`src/rtl/rait_pkg.sv`:
```
// shared types and constants for the remote address id table
package rait_pkg;

  // fixed field widths
  localparam int OP_W   = 2;
  localparam int ID_W   = 8;
  localparam int IP_W   = 32;
  localparam int PORT_W = 16;
  localparam int ST_W   = 3;

  // widest slot index and port count over the supported table sizes (up to 8 by 8)
  localparam int SLOT_IDX_W = 3;
  localparam int CNT_W      = 4;

  typedef enum logic [OP_W-1:0] {
    OP_ADD    = 2'd0,
    OP_REMOVE = 2'd1,
    OP_LIST   = 2'd2
  } op_t;

  typedef enum logic [ST_W-1:0] {
    ST_OK          = 3'd0,
    ST_IP_CONFLICT = 3'd1,
    ST_PORT_KNOWN  = 3'd2,
    ST_ID_UNKNOWN  = 3'd3,
    ST_TABLE_FULL  = 3'd4,
    ST_PORTS_FULL  = 3'd5,
    ST_EMPTY_LIST  = 3'd6
  } status_t;

  typedef enum logic [2:0] {
    S_IDLE,
    S_LOOK,
    S_ADD_CHK,
    S_ADD_SCAN,
    S_ADD_END,
    S_RESP,
    S_LIST_SEL,
    S_LIST_PORT
  } fsm_t;

  // update of the slot directory
  typedef struct packed {
    logic                  alloc;
    logic                  remove;
    logic                  inc;
    logic [SLOT_IDX_W-1:0] slot;
    logic [ID_W-1:0]       id;
  } dir_cmd_t;

  // search results of the slot directory
  typedef struct packed {
    logic                  hit;
    logic [SLOT_IDX_W-1:0] hit_slot;
    logic [CNT_W-1:0]      hit_cnt;
    logic                  free_avail;
    logic [SLOT_IDX_W-1:0] free_slot;
    logic                  sel_valid;
    logic [SLOT_IDX_W-1:0] sel_slot;
    logic [CNT_W-1:0]      sel_cnt;
    logic                  more_after;
    logic                  any_ports;
  } dir_look_t;

endpackage

```
`src/rtl/rait_if.sv`:
```
// valid/ready channel interfaces for requests and results
interface rait_in_if import rait_pkg::*; ();
  logic              valid;
  logic              ready;
  logic [OP_W-1:0]   opcode;
  logic [ID_W-1:0]   addr_id;
  logic [IP_W-1:0]   ipv4_addr;
  logic [PORT_W-1:0] port_num;

  modport source (output valid, opcode, addr_id, ipv4_addr, port_num, input ready);
  modport sink   (input valid, opcode, addr_id, ipv4_addr, port_num, output ready);
endinterface

interface rait_out_if import rait_pkg::*; ();
  logic              valid;
  logic              ready;
  logic [ST_W-1:0]   status;
  logic [IP_W-1:0]   dest_ip;
  logic [PORT_W-1:0] dest_port;
  logic              last;

  modport source (output valid, status, dest_ip, dest_port, last, input ready);
  modport sink   (input valid, status, dest_ip, dest_port, last, output ready);
endinterface

```
`src/rtl/rait_ram.sv`:
```
// generic single write port, single read port ram with registered read
module rait_ram #(
  parameter int WIDTH = 32,
  parameter int DEPTH = 8
) (
  input  logic                                  clk,
  input  logic                                  wr_en,
  input  logic [((DEPTH > 1) ? $clog2(DEPTH) : 1)-1:0] wr_addr,
  input  logic [WIDTH-1:0]                      wr_data,
  input  logic                                  rd_en,
  input  logic [((DEPTH > 1) ? $clog2(DEPTH) : 1)-1:0] rd_addr,
  output logic [WIDTH-1:0]                      rd_data
);

  logic [WIDTH-1:0] mem_r [DEPTH];
  logic [WIDTH-1:0] rd_data_r;

  // write port
  always_ff @(posedge clk) begin
    if (wr_en) begin
      mem_r[wr_addr] <= wr_data;
    end
  end

  // registered read, holds until the next read
  always_ff @(posedge clk) begin
    if (rd_en) begin
      rd_data_r <= mem_r[rd_addr];
    end
  end

  assign rd_data = rd_data_r;

endmodule

```
`src/rtl/rait_dir.sv`:
```
// slot directory: valid bits, ids and port counts with parallel search
module rait_dir import rait_pkg::*; #(
  parameter int TABLE_ENTRIES   = 8,
  parameter int PORTS_PER_ENTRY = 8
) (
  input  logic                  clk,
  input  logic                  rst_n,
  input  logic [ID_W-1:0]       look_id,
  input  logic [SLOT_IDX_W-1:0] look_rank,
  input  dir_cmd_t              cmd,
  output dir_look_t             look
);

  localparam int SW = (TABLE_ENTRIES > 1) ? $clog2(TABLE_ENTRIES) : 1;
  localparam int CW = $clog2(PORTS_PER_ENTRY + 1);

  logic [TABLE_ENTRIES-1:0] valid_r;
  logic [TABLE_ENTRIES-1:0] valid_nxt;
  logic [ID_W-1:0]          id_r  [TABLE_ENTRIES];
  logic [CW-1:0]            cnt_r [TABLE_ENTRIES];
  logic [SLOT_IDX_W-1:0]    rank  [TABLE_ENTRIES];
  logic [TABLE_ENTRIES-1:0] hit_vec;
  logic [SW-1:0]            cmd_slot;

  assign cmd_slot = cmd.slot[SW-1:0];

  // rank of each slot: number of valid slots holding a smaller id
  always_comb begin
    for (int j = 0; j < TABLE_ENTRIES; j++) begin
      rank[j] = '0;
      for (int i = 0; i < TABLE_ENTRIES; i++) begin
        if (valid_r[i] && (id_r[i] < id_r[j])) begin
          rank[j] = SLOT_IDX_W'(rank[j] + 1'b1);
        end
      end
    end
  end

  // id match, lowest free slot, slot at the requested rank
  always_comb begin
    look = '0;
    for (int s = TABLE_ENTRIES - 1; s >= 0; s--) begin
      hit_vec[s] = valid_r[s] && (id_r[s] == look_id);
      if (hit_vec[s]) begin
        look.hit      = 1'b1;
        look.hit_slot = SLOT_IDX_W'(s);
        look.hit_cnt  = CNT_W'(cnt_r[s]);
      end
      if (!valid_r[s]) begin
        look.free_avail = 1'b1;
        look.free_slot  = SLOT_IDX_W'(s);
      end
      if (valid_r[s] && (cnt_r[s] != '0)) begin
        look.any_ports = 1'b1;
        if (rank[s] == look_rank) begin
          look.sel_valid = 1'b1;
          look.sel_slot  = SLOT_IDX_W'(s);
          look.sel_cnt   = CNT_W'(cnt_r[s]);
        end
        if (rank[s] > look_rank) begin
          look.more_after = 1'b1;
        end
      end
    end
  end

  // valid bit update
  always_comb begin
    valid_nxt = valid_r;
    if (cmd.alloc) begin
      valid_nxt[cmd_slot] = 1'b1;
    end
    if (cmd.remove) begin
      valid_nxt[cmd_slot] = 1'b0;
    end
  end

  always_ff @(posedge clk) begin
    if (!rst_n) begin
      valid_r <= '0;
    end else begin
      valid_r <= valid_nxt;
    end
  end

  // id and port count per slot
  always_ff @(posedge clk) begin
    if (cmd.alloc) begin
      id_r[cmd_slot]  <= cmd.id;
      cnt_r[cmd_slot] <= '0;
    end else if (cmd.inc) begin
      cnt_r[cmd_slot] <= CW'(cnt_r[cmd_slot] + 1'b1);
    end
  end

  // a valid id lives in one slot only
  assert property (@(posedge clk) disable iff (!rst_n) $onehot0(hit_vec))
    else $error("id found in more than one slot");

  // ports are only appended to a live slot
  assert property (@(posedge clk) disable iff (!rst_n) cmd.inc |-> valid_r[cmd_slot])
    else $error("port append to an empty slot");

endmodule

```
`src/rtl/remote_addr_id_table.sv`:
```
// remote address id table: add, remove and list of (address, port) destinations
// remove, add of a new id and an empty list do a directory lookup and then give the result
// add to a known id looks up, compares the address, for a nonzero port compares each listed
// port in turn, then appends or flags a full list; list looks up, then per slot rank emits
// its destinations; the next transaction is taken once the final result sits in the output register
// reset clears the slot valid bits, the state and the output valid; the address and port rams are not cleared
module remote_addr_id_table import rait_pkg::*; #(
  parameter int TABLE_ENTRIES   = 8,
  parameter int PORTS_PER_ENTRY = 8
) (
  input  logic        clk,
  input  logic        rst_n,
  rait_in_if.sink     in_ch,
  rait_out_if.source  out_ch
);

  localparam int SW  = (TABLE_ENTRIES > 1) ? $clog2(TABLE_ENTRIES) : 1;
  localparam int CW  = $clog2(PORTS_PER_ENTRY + 1);
  localparam int PD  = TABLE_ENTRIES * PORTS_PER_ENTRY;
  localparam int PAW = (PD > 1) ? $clog2(PD) : 1;

  fsm_t              state_r, state_nxt;
  op_t               op_r;
  logic [ID_W-1:0]   id_r;
  logic [IP_W-1:0]   ip_r;
  logic [PORT_W-1:0] port_r;
  logic [SW-1:0]     slot_r, slot_nxt;
  logic [CW-1:0]     cnt_r, cnt_nxt;
  logic [CW-1:0]     pidx_r, pidx_nxt;
  logic [SW-1:0]     rank_r, rank_nxt;
  logic              last_slot_r, last_slot_nxt;
  status_t           st_r, st_nxt;

  logic              out_valid_r;
  status_t           out_status_r;
  logic [IP_W-1:0]   out_ip_r;
  logic [PORT_W-1:0] out_port_r;
  logic              out_last_r;
  logic              out_free;
  logic              out_load;
  status_t           out_status_nxt;
  logic [IP_W-1:0]   out_ip_nxt;
  logic [PORT_W-1:0] out_port_nxt;
  logic              out_last_nxt;

  logic              in_acc;
  logic              pidx_fin;

  logic              ip_we;
  logic [SW-1:0]     ip_wr_addr;
  logic              ip_rd_en;
  logic [SW-1:0]     ip_rd_addr;
  logic [IP_W-1:0]   ip_rdata;

  logic              port_we;
  logic [PAW-1:0]    port_wr_addr;
  logic              port_rd_en;
  logic [SW-1:0]     rd_slot;
  logic [CW-1:0]     rd_idx;
  logic [PAW-1:0]    port_rd_addr;
  logic [PORT_W-1:0] port_rdata;

  dir_cmd_t          dir_cmd;
  dir_look_t         look;

  assign in_acc   = in_ch.valid && in_ch.ready;
  assign out_free = !out_valid_r || out_ch.ready;
  assign pidx_fin = (CW'(pidx_r + 1'b1) == cnt_r);

  assign port_rd_addr = PAW'(int'(rd_slot) * PORTS_PER_ENTRY + int'(rd_idx));
  assign port_wr_addr = PAW'(int'(slot_r) * PORTS_PER_ENTRY + int'(cnt_r));

  // slot directory
  rait_dir #(
    .TABLE_ENTRIES   (TABLE_ENTRIES),
    .PORTS_PER_ENTRY (PORTS_PER_ENTRY)
  ) u_dir (
    .clk       (clk),
    .rst_n     (rst_n),
    .look_id   (id_r),
    .look_rank (SLOT_IDX_W'(rank_r)),
    .cmd       (dir_cmd),
    .look      (look)
  );

  // address per slot
  rait_ram #(
    .WIDTH (IP_W),
    .DEPTH (TABLE_ENTRIES)
  ) u_ip_ram (
    .clk     (clk),
    .wr_en   (ip_we),
    .wr_addr (ip_wr_addr),
    .wr_data (ip_r),
    .rd_en   (ip_rd_en),
    .rd_addr (ip_rd_addr),
    .rd_data (ip_rdata)
  );

  // port lists, one row of ports per slot
  rait_ram #(
    .WIDTH (PORT_W),
    .DEPTH (PD)
  ) u_port_ram (
    .clk     (clk),
    .wr_en   (port_we),
    .wr_addr (port_wr_addr),
    .wr_data (port_r),
    .rd_en   (port_rd_en),
    .rd_addr (port_rd_addr),
    .rd_data (port_rdata)
  );

  // sequencer next state and outputs
  always_comb begin
    state_nxt      = state_r;
    slot_nxt       = slot_r;
    cnt_nxt        = cnt_r;
    pidx_nxt       = pidx_r;
    rank_nxt       = rank_r;
    last_slot_nxt  = last_slot_r;
    st_nxt         = st_r;
    in_ch.ready    = 1'b0;
    out_load       = 1'b0;
    out_status_nxt = ST_OK;
    out_ip_nxt     = '0;
    out_port_nxt   = '0;
    out_last_nxt   = 1'b1;
    ip_we          = 1'b0;
    ip_wr_addr     = '0;
    ip_rd_en       = 1'b0;
    ip_rd_addr     = '0;
    port_we        = 1'b0;
    port_rd_en     = 1'b0;
    rd_slot        = slot_r;
    rd_idx         = '0;
    dir_cmd        = '0;
    dir_cmd.id     = id_r;

    unique case (state_r)
      S_IDLE: begin
        in_ch.ready = 1'b1;
        if (in_ch.valid) begin
          if ((in_ch.opcode == OP_ADD) || (in_ch.opcode == OP_REMOVE) ||
              (in_ch.opcode == OP_LIST)) begin
            state_nxt = S_LOOK;
          end
        end
      end

      S_LOOK: begin
        state_nxt = S_RESP;
        unique case (op_r)
          OP_ADD: begin
            if (look.hit) begin
              slot_nxt   = look.hit_slot[SW-1:0];
              cnt_nxt    = look.hit_cnt[CW-1:0];
              ip_rd_en   = 1'b1;
              ip_rd_addr = look.hit_slot[SW-1:0];
              state_nxt  = S_ADD_CHK;
            end else if (look.free_avail) begin
              dir_cmd.alloc = 1'b1;
              dir_cmd.slot  = look.free_slot;
              ip_we         = 1'b1;
              ip_wr_addr    = look.free_slot[SW-1:0];
              st_nxt        = ST_OK;
            end else begin
              st_nxt = ST_TABLE_FULL;
            end
          end
          OP_REMOVE: begin
            if (look.hit) begin
              dir_cmd.remove = 1'b1;
              dir_cmd.slot   = look.hit_slot;
              st_nxt         = ST_OK;
            end else begin
              st_nxt = ST_ID_UNKNOWN;
            end
          end
          OP_LIST: begin
            if (look.any_ports) begin
              rank_nxt  = '0;
              state_nxt = S_LIST_SEL;
            end else begin
              st_nxt = ST_EMPTY_LIST;
            end
          end
          default: begin
            state_nxt = S_IDLE;
          end
        endcase
      end

      // address compare, then the port scan if a nonzero port is given and the slot has ports
      S_ADD_CHK: begin
        state_nxt = S_RESP;
        if (ip_rdata != ip_r) begin
          st_nxt = ST_IP_CONFLICT;
        end else if (port_r == '0) begin
          st_nxt = ST_OK;
        end else if (cnt_r == '0) begin
          state_nxt = S_ADD_END;
        end else begin
          port_rd_en = 1'b1;
          rd_idx     = '0;
          pidx_nxt   = '0;
          state_nxt  = S_ADD_SCAN;
        end
      end

      // one listed port compared per cycle
      S_ADD_SCAN: begin
        if (port_rdata == port_r) begin
          st_nxt    = ST_PORT_KNOWN;
          state_nxt = S_RESP;
        end else if (pidx_fin) begin
          state_nxt = S_ADD_END;
        end else begin
          pidx_nxt   = CW'(pidx_r + 1'b1);
          port_rd_en = 1'b1;
          rd_idx     = CW'(pidx_r + 1'b1);
        end
      end

      // append the new port or flag a full list
      S_ADD_END: begin
        state_nxt = S_RESP;
        if (cnt_r == CW'(PORTS_PER_ENTRY)) begin
          st_nxt = ST_PORTS_FULL;
        end else begin
          port_we      = 1'b1;
          dir_cmd.inc  = 1'b1;
          dir_cmd.slot = SLOT_IDX_W'(slot_r);
          st_nxt       = ST_OK;
        end
      end

      S_RESP: begin
        if (out_free) begin
          out_load       = 1'b1;
          out_status_nxt = st_r;
          state_nxt      = S_IDLE;
        end
      end

      // find the slot at the current id rank that holds ports
      S_LIST_SEL: begin
        if (look.sel_valid) begin
          slot_nxt      = look.sel_slot[SW-1:0];
          cnt_nxt       = look.sel_cnt[CW-1:0];
          pidx_nxt      = '0;
          last_slot_nxt = !look.more_after;
          ip_rd_en      = 1'b1;
          ip_rd_addr    = look.sel_slot[SW-1:0];
          port_rd_en    = 1'b1;
          rd_slot       = look.sel_slot[SW-1:0];
          rd_idx        = '0;
          state_nxt     = S_LIST_PORT;
        end else begin
          rank_nxt = SW'(rank_r + 1'b1);
        end
      end

      // emit one destination per cycle while the output register is free
      S_LIST_PORT: begin
        if (out_free) begin
          out_load       = 1'b1;
          out_status_nxt = ST_OK;
          out_ip_nxt     = ip_rdata;
          out_port_nxt   = port_rdata;
          out_last_nxt   = last_slot_r && pidx_fin;
          if (pidx_fin) begin
            if (last_slot_r) begin
              state_nxt = S_IDLE;
            end else begin
              rank_nxt  = SW'(rank_r + 1'b1);
              state_nxt = S_LIST_SEL;
            end
          end else begin
            pidx_nxt   = CW'(pidx_r + 1'b1);
            port_rd_en = 1'b1;
            rd_idx     = CW'(pidx_r + 1'b1);
          end
        end
      end

      default: begin
        state_nxt = S_IDLE;
      end
    endcase
  end

  // state register
  always_ff @(posedge clk) begin
    if (!rst_n) begin
      state_r <= S_IDLE;
    end else begin
      state_r <= state_nxt;
    end
  end

  // transaction fields and walk counters
  always_ff @(posedge clk) begin
    if (in_acc) begin
      op_r   <= op_t'(in_ch.opcode);
      id_r   <= in_ch.addr_id;
      ip_r   <= in_ch.ipv4_addr;
      port_r <= in_ch.port_num;
    end
    slot_r      <= slot_nxt;
    cnt_r       <= cnt_nxt;
    pidx_r      <= pidx_nxt;
    rank_r      <= rank_nxt;
    last_slot_r <= last_slot_nxt;
    st_r        <= st_nxt;
  end

  // output register
  always_ff @(posedge clk) begin
    if (!rst_n) begin
      out_valid_r <= 1'b0;
    end else if (out_load) begin
      out_valid_r <= 1'b1;
    end else if (out_ch.ready) begin
      out_valid_r <= 1'b0;
    end
  end

  always_ff @(posedge clk) begin
    if (out_load) begin
      out_status_r <= out_status_nxt;
      out_ip_r     <= out_ip_nxt;
      out_port_r   <= out_port_nxt;
      out_last_r   <= out_last_nxt;
    end
  end

  assign out_ch.valid     = out_valid_r;
  assign out_ch.status    = out_status_r;
  assign out_ch.dest_ip   = out_ip_r;
  assign out_ch.dest_port = out_port_r;
  assign out_ch.last      = out_last_r;

  // between transactions only a final result can be pending
  assert property (@(posedge clk) disable iff (!rst_n)
    (state_r == S_IDLE) |-> (!out_valid_r || out_last_r))
    else $error("non-final result pending while idle");

  // a port is never appended past the end of its row
  assert property (@(posedge clk) disable iff (!rst_n)
    port_we |-> (cnt_r < CW'(PORTS_PER_ENTRY)))
    else $error("port append beyond row");

  // a new slot is taken only for an unknown id
  assert property (@(posedge clk) disable iff (!rst_n)
    dir_cmd.alloc |-> (!look.hit && look.free_avail))
    else $error("slot allocated for a known id or a full table");

endmodule

```
`src/flat_wrapper.sv`:
```
// flat-port wrapper written by rule: the top's interface ports become plain ports
module remote_addr_id_table_flat import rait_pkg::*;
#(
  parameter int TABLE_ENTRIES   = 8,
  parameter int PORTS_PER_ENTRY = 8
)
  (clk, rst_n, in_ch_valid, in_ch_opcode, in_ch_addr_id, in_ch_ipv4_addr, in_ch_port_num, in_ch_ready, out_ch_valid, out_ch_status, out_ch_dest_ip, out_ch_dest_port, out_ch_last, out_ch_ready);
  rait_in_if in_ch_i ();
  rait_out_if out_ch_i ();
  input  logic clk;
  input  logic rst_n;
  input wire logic [$bits(in_ch_i.valid)-1:0] in_ch_valid;
  input wire logic [$bits(in_ch_i.opcode)-1:0] in_ch_opcode;
  input wire logic [$bits(in_ch_i.addr_id)-1:0] in_ch_addr_id;
  input wire logic [$bits(in_ch_i.ipv4_addr)-1:0] in_ch_ipv4_addr;
  input wire logic [$bits(in_ch_i.port_num)-1:0] in_ch_port_num;
  output wire logic [$bits(in_ch_i.ready)-1:0] in_ch_ready;
  output wire logic [$bits(out_ch_i.valid)-1:0] out_ch_valid;
  output wire logic [$bits(out_ch_i.status)-1:0] out_ch_status;
  output wire logic [$bits(out_ch_i.dest_ip)-1:0] out_ch_dest_ip;
  output wire logic [$bits(out_ch_i.dest_port)-1:0] out_ch_dest_port;
  output wire logic [$bits(out_ch_i.last)-1:0] out_ch_last;
  input wire logic [$bits(out_ch_i.ready)-1:0] out_ch_ready;
  assign in_ch_i.valid = in_ch_valid;
  assign in_ch_i.opcode = in_ch_opcode;
  assign in_ch_i.addr_id = in_ch_addr_id;
  assign in_ch_i.ipv4_addr = in_ch_ipv4_addr;
  assign in_ch_i.port_num = in_ch_port_num;
  assign in_ch_ready = in_ch_i.ready;
  assign out_ch_valid = out_ch_i.valid;
  assign out_ch_status = out_ch_i.status;
  assign out_ch_dest_ip = out_ch_i.dest_ip;
  assign out_ch_dest_port = out_ch_i.dest_port;
  assign out_ch_last = out_ch_i.last;
  assign out_ch_i.ready = out_ch_ready;
  remote_addr_id_table #(.TABLE_ENTRIES(TABLE_ENTRIES), .PORTS_PER_ENTRY(PORTS_PER_ENTRY)) u_core (.clk(clk), .rst_n(rst_n), .in_ch(in_ch_i), .out_ch(out_ch_i));
endmodule
```
`config.mk`:
```
export PLATFORM = sky130hd
export DESIGN_NAME = remote_addr_id_table_flat
export DESIGN_NICKNAME = d
export VERILOG_FILES = /design/src/rtl/rait_pkg.sv /design/src/rtl/rait_if.sv /design/src/rtl/rait_ram.sv /design/src/rtl/rait_dir.sv /design/src/rtl/remote_addr_id_table.sv /design/src/flat_wrapper.sv
export SDC_FILE = /design/constraint.sdc
export NUM_CORES = 2
export LEC_CHECK = 0
export BUFFER_PORTS_ARGS = -buffer_cell sky130_fd_sc_hd__buf_2
export CORE_UTILIZATION = 60
export CTS_BUF_LIST = sky130_fd_sc_hd__clkbuf_4
export DETAILED_ROUTE_END_ITERATION = 6
export HOLD_SLACK_MARGIN = 0.15
export PLACE_DENSITY = 0.74
export SLEW_MARGIN = 5
export SYNTH_ARGS = -nofsm -noshare
export SYNTH_HDL_FRONTEND = slang
export SYNTH_HIERARCHICAL = 1
export SYNTH_SLANG_ARGS = --single-unit
export TNS_END_PERCENT = 5
```
`constraint.sdc`:
```
create_clock -name clk -period 23.6 [get_ports clk]
set_clock_uncertainty 0.2 [all_clocks]
set_input_delay 4.72 -clock clk [delete_from_list [all_inputs] [get_ports clk]]
set_output_delay 4.72 -clock clk [all_outputs]
set_load 0.01 [all_outputs]
```
==> results.cfg <==
[run]
maxCapViolations = 0

[critical_path]
cp_common_cell = ha_1
r2r_end = u_core/u_port_ram/rd_data[15]$_DFFE_PP_
critPathMaxStageDelay_ns = 0.63
worst-r2r-cell-count = 40
critical-path-slowest-cell = nor2b_1
regToRegStartpoint = u_core/u_dir/id_r[5][2]$_DFFE_PP_
critical_path.max_fanout = 51
cp.buffers_inverters = 5
rrSetupSlack_ns = 12.67
critPathKind = register to register
crit_family = simple AND/OR/NAND/NOR gates
cp.required_ns = 24.38
critPathLaunch = u_core/u_dir/id_r[5][2]$_DFFE_PP_
cp_data_arrival_time_ns = 11.71
startpoint_type = register
end_kind = register

[power]
pwr-share-seq = 0.577
total_power_mw = 5.40
vdd_drop_max_v = 0.000106
switching_power_mw = 1.17
leakage_nw = 26.6
switching_share = 0.217
p_int_mw = 4.23
clockPowerShare = 0.395
p_per_area_mw_per_mm2 = 69.2
power_frac_comb = 0.029

[die]
die_h_um = 345
core_region_area_mm2 = 0.117
die_w_um = 345
start_util = 0.607
row_count = 125
dieArea_mm2 = 0.119
io_pins = 116

[synth]
synth_area_leader_cell = edfxtp_1
synth_edf_count = 1552
synth-async-reset-ratio = 0
ys_seq_elements = 1564
synth_cells = 4226
synth_most_common_cell = edfxtp_1
yosysSeqAreaShare = 0.663
yosys_warnings = 6
ys.flop_type = edfxtp_1
syn_nets = 4596
synth_cell_types = 88
syn-mean-instance-area_um2 = 16.7
synth_area_leaders = edfxtp_1 66%, mux4_2 7.8%, ha_1 5.5%
synth_top_area_frac = 0.659
mappedNetlistArea_mm2 = 0.0707
synthTopCellsByCount = 1,552 x edfxtp_1, 308 x ha_1, 245 x mux4_2

[cts]
clockBufferDepth = 4
cts_resized = 0
numClockSinks = 1564
clk_pin_slew_ns = 0.07
cts_made_buffers = 391
cts-root-buf = clkbuf_4
clock_latency_ns = 1.26
cts_tree = yes
htree_levels = 5
cts_setup_buffers = 0
ctsHoldBuffers = 0

[global_route]
grt-ovfl-total = 0
antenna_found_initial = 5
grt_pass1_wl_um = 270000
grt_pass1_vias = 41152
grt_max_degree = 99
grt_util_all_layers = 0.311

[route]
drcViolationCount = 0
vias_per_cell = 6.39
postRouteAntennaNets = 0
wl_per_cell_um = 28.2
vias = 41484
drt_iter0_markers = 4728
finalWirelength_um = 183000
dr.pass1.iters = 5

[sta]
clock.fmax_mhz = 91.5
finalHoldViolations = 0
min_period_ns = 10.93
slew_violations = 0
fin_setup_tns_ns = 0
slew_headroom = 0.219
rsz0062_at_grt = no
worst_pin_slew_ns = 1.17
setup_viol = 0
post-route-period-util = 0.463

[min_path]
hold_depth = 1
hold_class = register to register
holdPathEnd = u_core/out_ch.status[2]$_SDFFCE_PN0P_
min_from = u_core/st_r[2]$_DFFE_PP_

[run_status]
status = finished, final reports clean

[finish]
fillCellCount = 7849
fin_nets = 5067
drive_gt1_frac = 0.236
area_growth_pct = 10.2

[placed_design]
gp_congestion = 0.988
dp_hpwl_um = 117000
port_buffers = 115
-- cell type report --
type / count / area (um^2) / area share
timing repair buffer: 249 / 1610 / 0.0206
tap: 1524 / 1910 / 0.0245
inverter: 137 / 514 / 0.00660
antenna: 10 / 25.0 / 0.000321
clock inverter: 110 / 544 / 0.00698
multi-input combinational: 2354 / 22400 / 0.288
clock buffer: 541 / 4060 / 0.0521
sequential: 1564 / 46800 / 0.601
-- layout by cell type, fill, tap and decap left out, types with 17 or more instances in the layout --
cell | Yosys | final
a211oi_1 | 20 | 20
a21o_1 | 38 | 38
a21oi_1 | 130 | 130
a221oi_1 | 33 | 33
a22oi_1 | 74 | 74
a311oi_1 | 20 | 19
and2_1 | 25 | 23
and3_1 | 74 | 72
and4_1 | 22 | 22
buf_2 | 33 | 115
buf_4 | 19 | 132
clkbuf_4 | 0 | 541
clkinv_1 | 2 | 90
edfxtp_1 | 1552 | 1552
ha_1 | 308 | 307
inv_1 | 133 | 133
mux2_2 | 49 | 49
mux2i_1 | 103 | 103
mux4_1 | 42 | 42
mux4_2 | 245 | 245
nand2_1 | 183 | 182
nand2b_1 | 20 | 20
nand3_1 | 70 | 70
nand4_1 | 72 | 72
nor2_1 | 194 | 188
nor2b_1 | 57 | 57
nor3_1 | 34 | 32
nor4_1 | 21 | 21
o21a_1 | 17 | 17
o21ai_0 | 83 | 82
or3_1 | 19 | 19
xnor2_1 | 120 | 120
xor2_1 | 57 | 57
-- sequential cells by signal, indices dropped and copies added, names as in the netlist, 8 cells and up --
signal	flops
u_core/u_port_ram/mem_r	1024
u_core/u_dir/cnt_r	32
u_core/out_ch.dest_ip	32
u_core/id_r	8
u_core/u_port_ram/rd_data	16
u_core/u_ip_ram/mem_r	256
u_core/u_dir/valid_r	8
u_core/u_ip_ram/rd_data	32
u_core/u_dir/id_r	64
u_core/ip_r	32
u_core/out_ch.dest_port	16
u_core/port_r	16
-- worst max path at each step --
stage | endpoint | slack (ns) | cells after the start
finish | u_core/u_port_ram/rd_data[15]$_DFFE_PP_ | 12.67 | 40
floorplan | u_core/u_port_ram/rd_data[9]$_DFFE_PP_ | 14.99 | 42
global placement | u_core/u_port_ram/rd_data[8]$_DFFE_PP_ | 13.05 | 39
CTS | u_core/u_port_ram/rd_data[15]$_DFFE_PP_ | 12.88 | 40
global route | u_core/u_port_ram/rd_data[3]$_DFFE_PP_ | 12.04 | 40
detailed placement | u_core/u_port_ram/rd_data[15]$_DFFE_PP_ | 12.91 | 40
-- cells by family (layout without fill, tap and decap cells) --
family                   Yosys count  count (layout)  synth area share
XOR/XNOR                         191             191            0.0263
flip-flops                      1564            1564             0.663
other                              0              10                 0
AO/OA/AOI/OAI                    574             574            0.0573
buffers and inverters            308            1037            0.0215
adder cells (fa/ha/maj)          308             308            0.0545
multiplexers                     439             439             0.116
AND/OR/NAND/NOR                  842             842            0.0618
-- metal layers --
| metal | GRT usage | up-vias | wire length, um |
|---|---|---|---|
| met5 | 0 | - | 0 |
| met3 | 0.0544 | 359 | 15000 |
| li1 | - | 18215 | - |
| met1 | 0.426 | 20829 | 72500 |
| met2 | 0.500 | 2081 | 88800 |
| met4 | 0.124 | 0 | 6650 |
-- per-stage QoR --
| step | area (um^2) | instances | util | setup slack, ns | hold WS (ns) |
|---|---|---|---|---|---|
| 3_5_place_dp | 73300 | 5828 | 0.629 | 12.91 | 0.356 |
| 3_3_place_gp | 73300 | 5828 | 0.629 | 13.05 | 0.348 |
| 5_1_grt | 77900 | 6484 | 0.669 | 12.04 | 0.360 |
| 6_report | 77900 | 6489 | 0.669 | 12.67 | 0.330 |
| 4_1_cts | 77900 | 6479 | 0.669 | 12.88 | 0.339 |
| 2_1_floorplan | 70700 | 4226 | - | 14.99 | 0.328 |
-- power groups by stage --
stage	logic, mW	clock network [mW]	registers, mW
after floorplan	0.0654	0	3.18
after detailed placement	0.156	0	3.17
final	0.155	2.13	3.11
after CTS	0.156	2.18	3.11
after global placement	0.152	0	3.17
after global routing	0.166	2.31	3.11
Power figures use the tool's default switching activity.
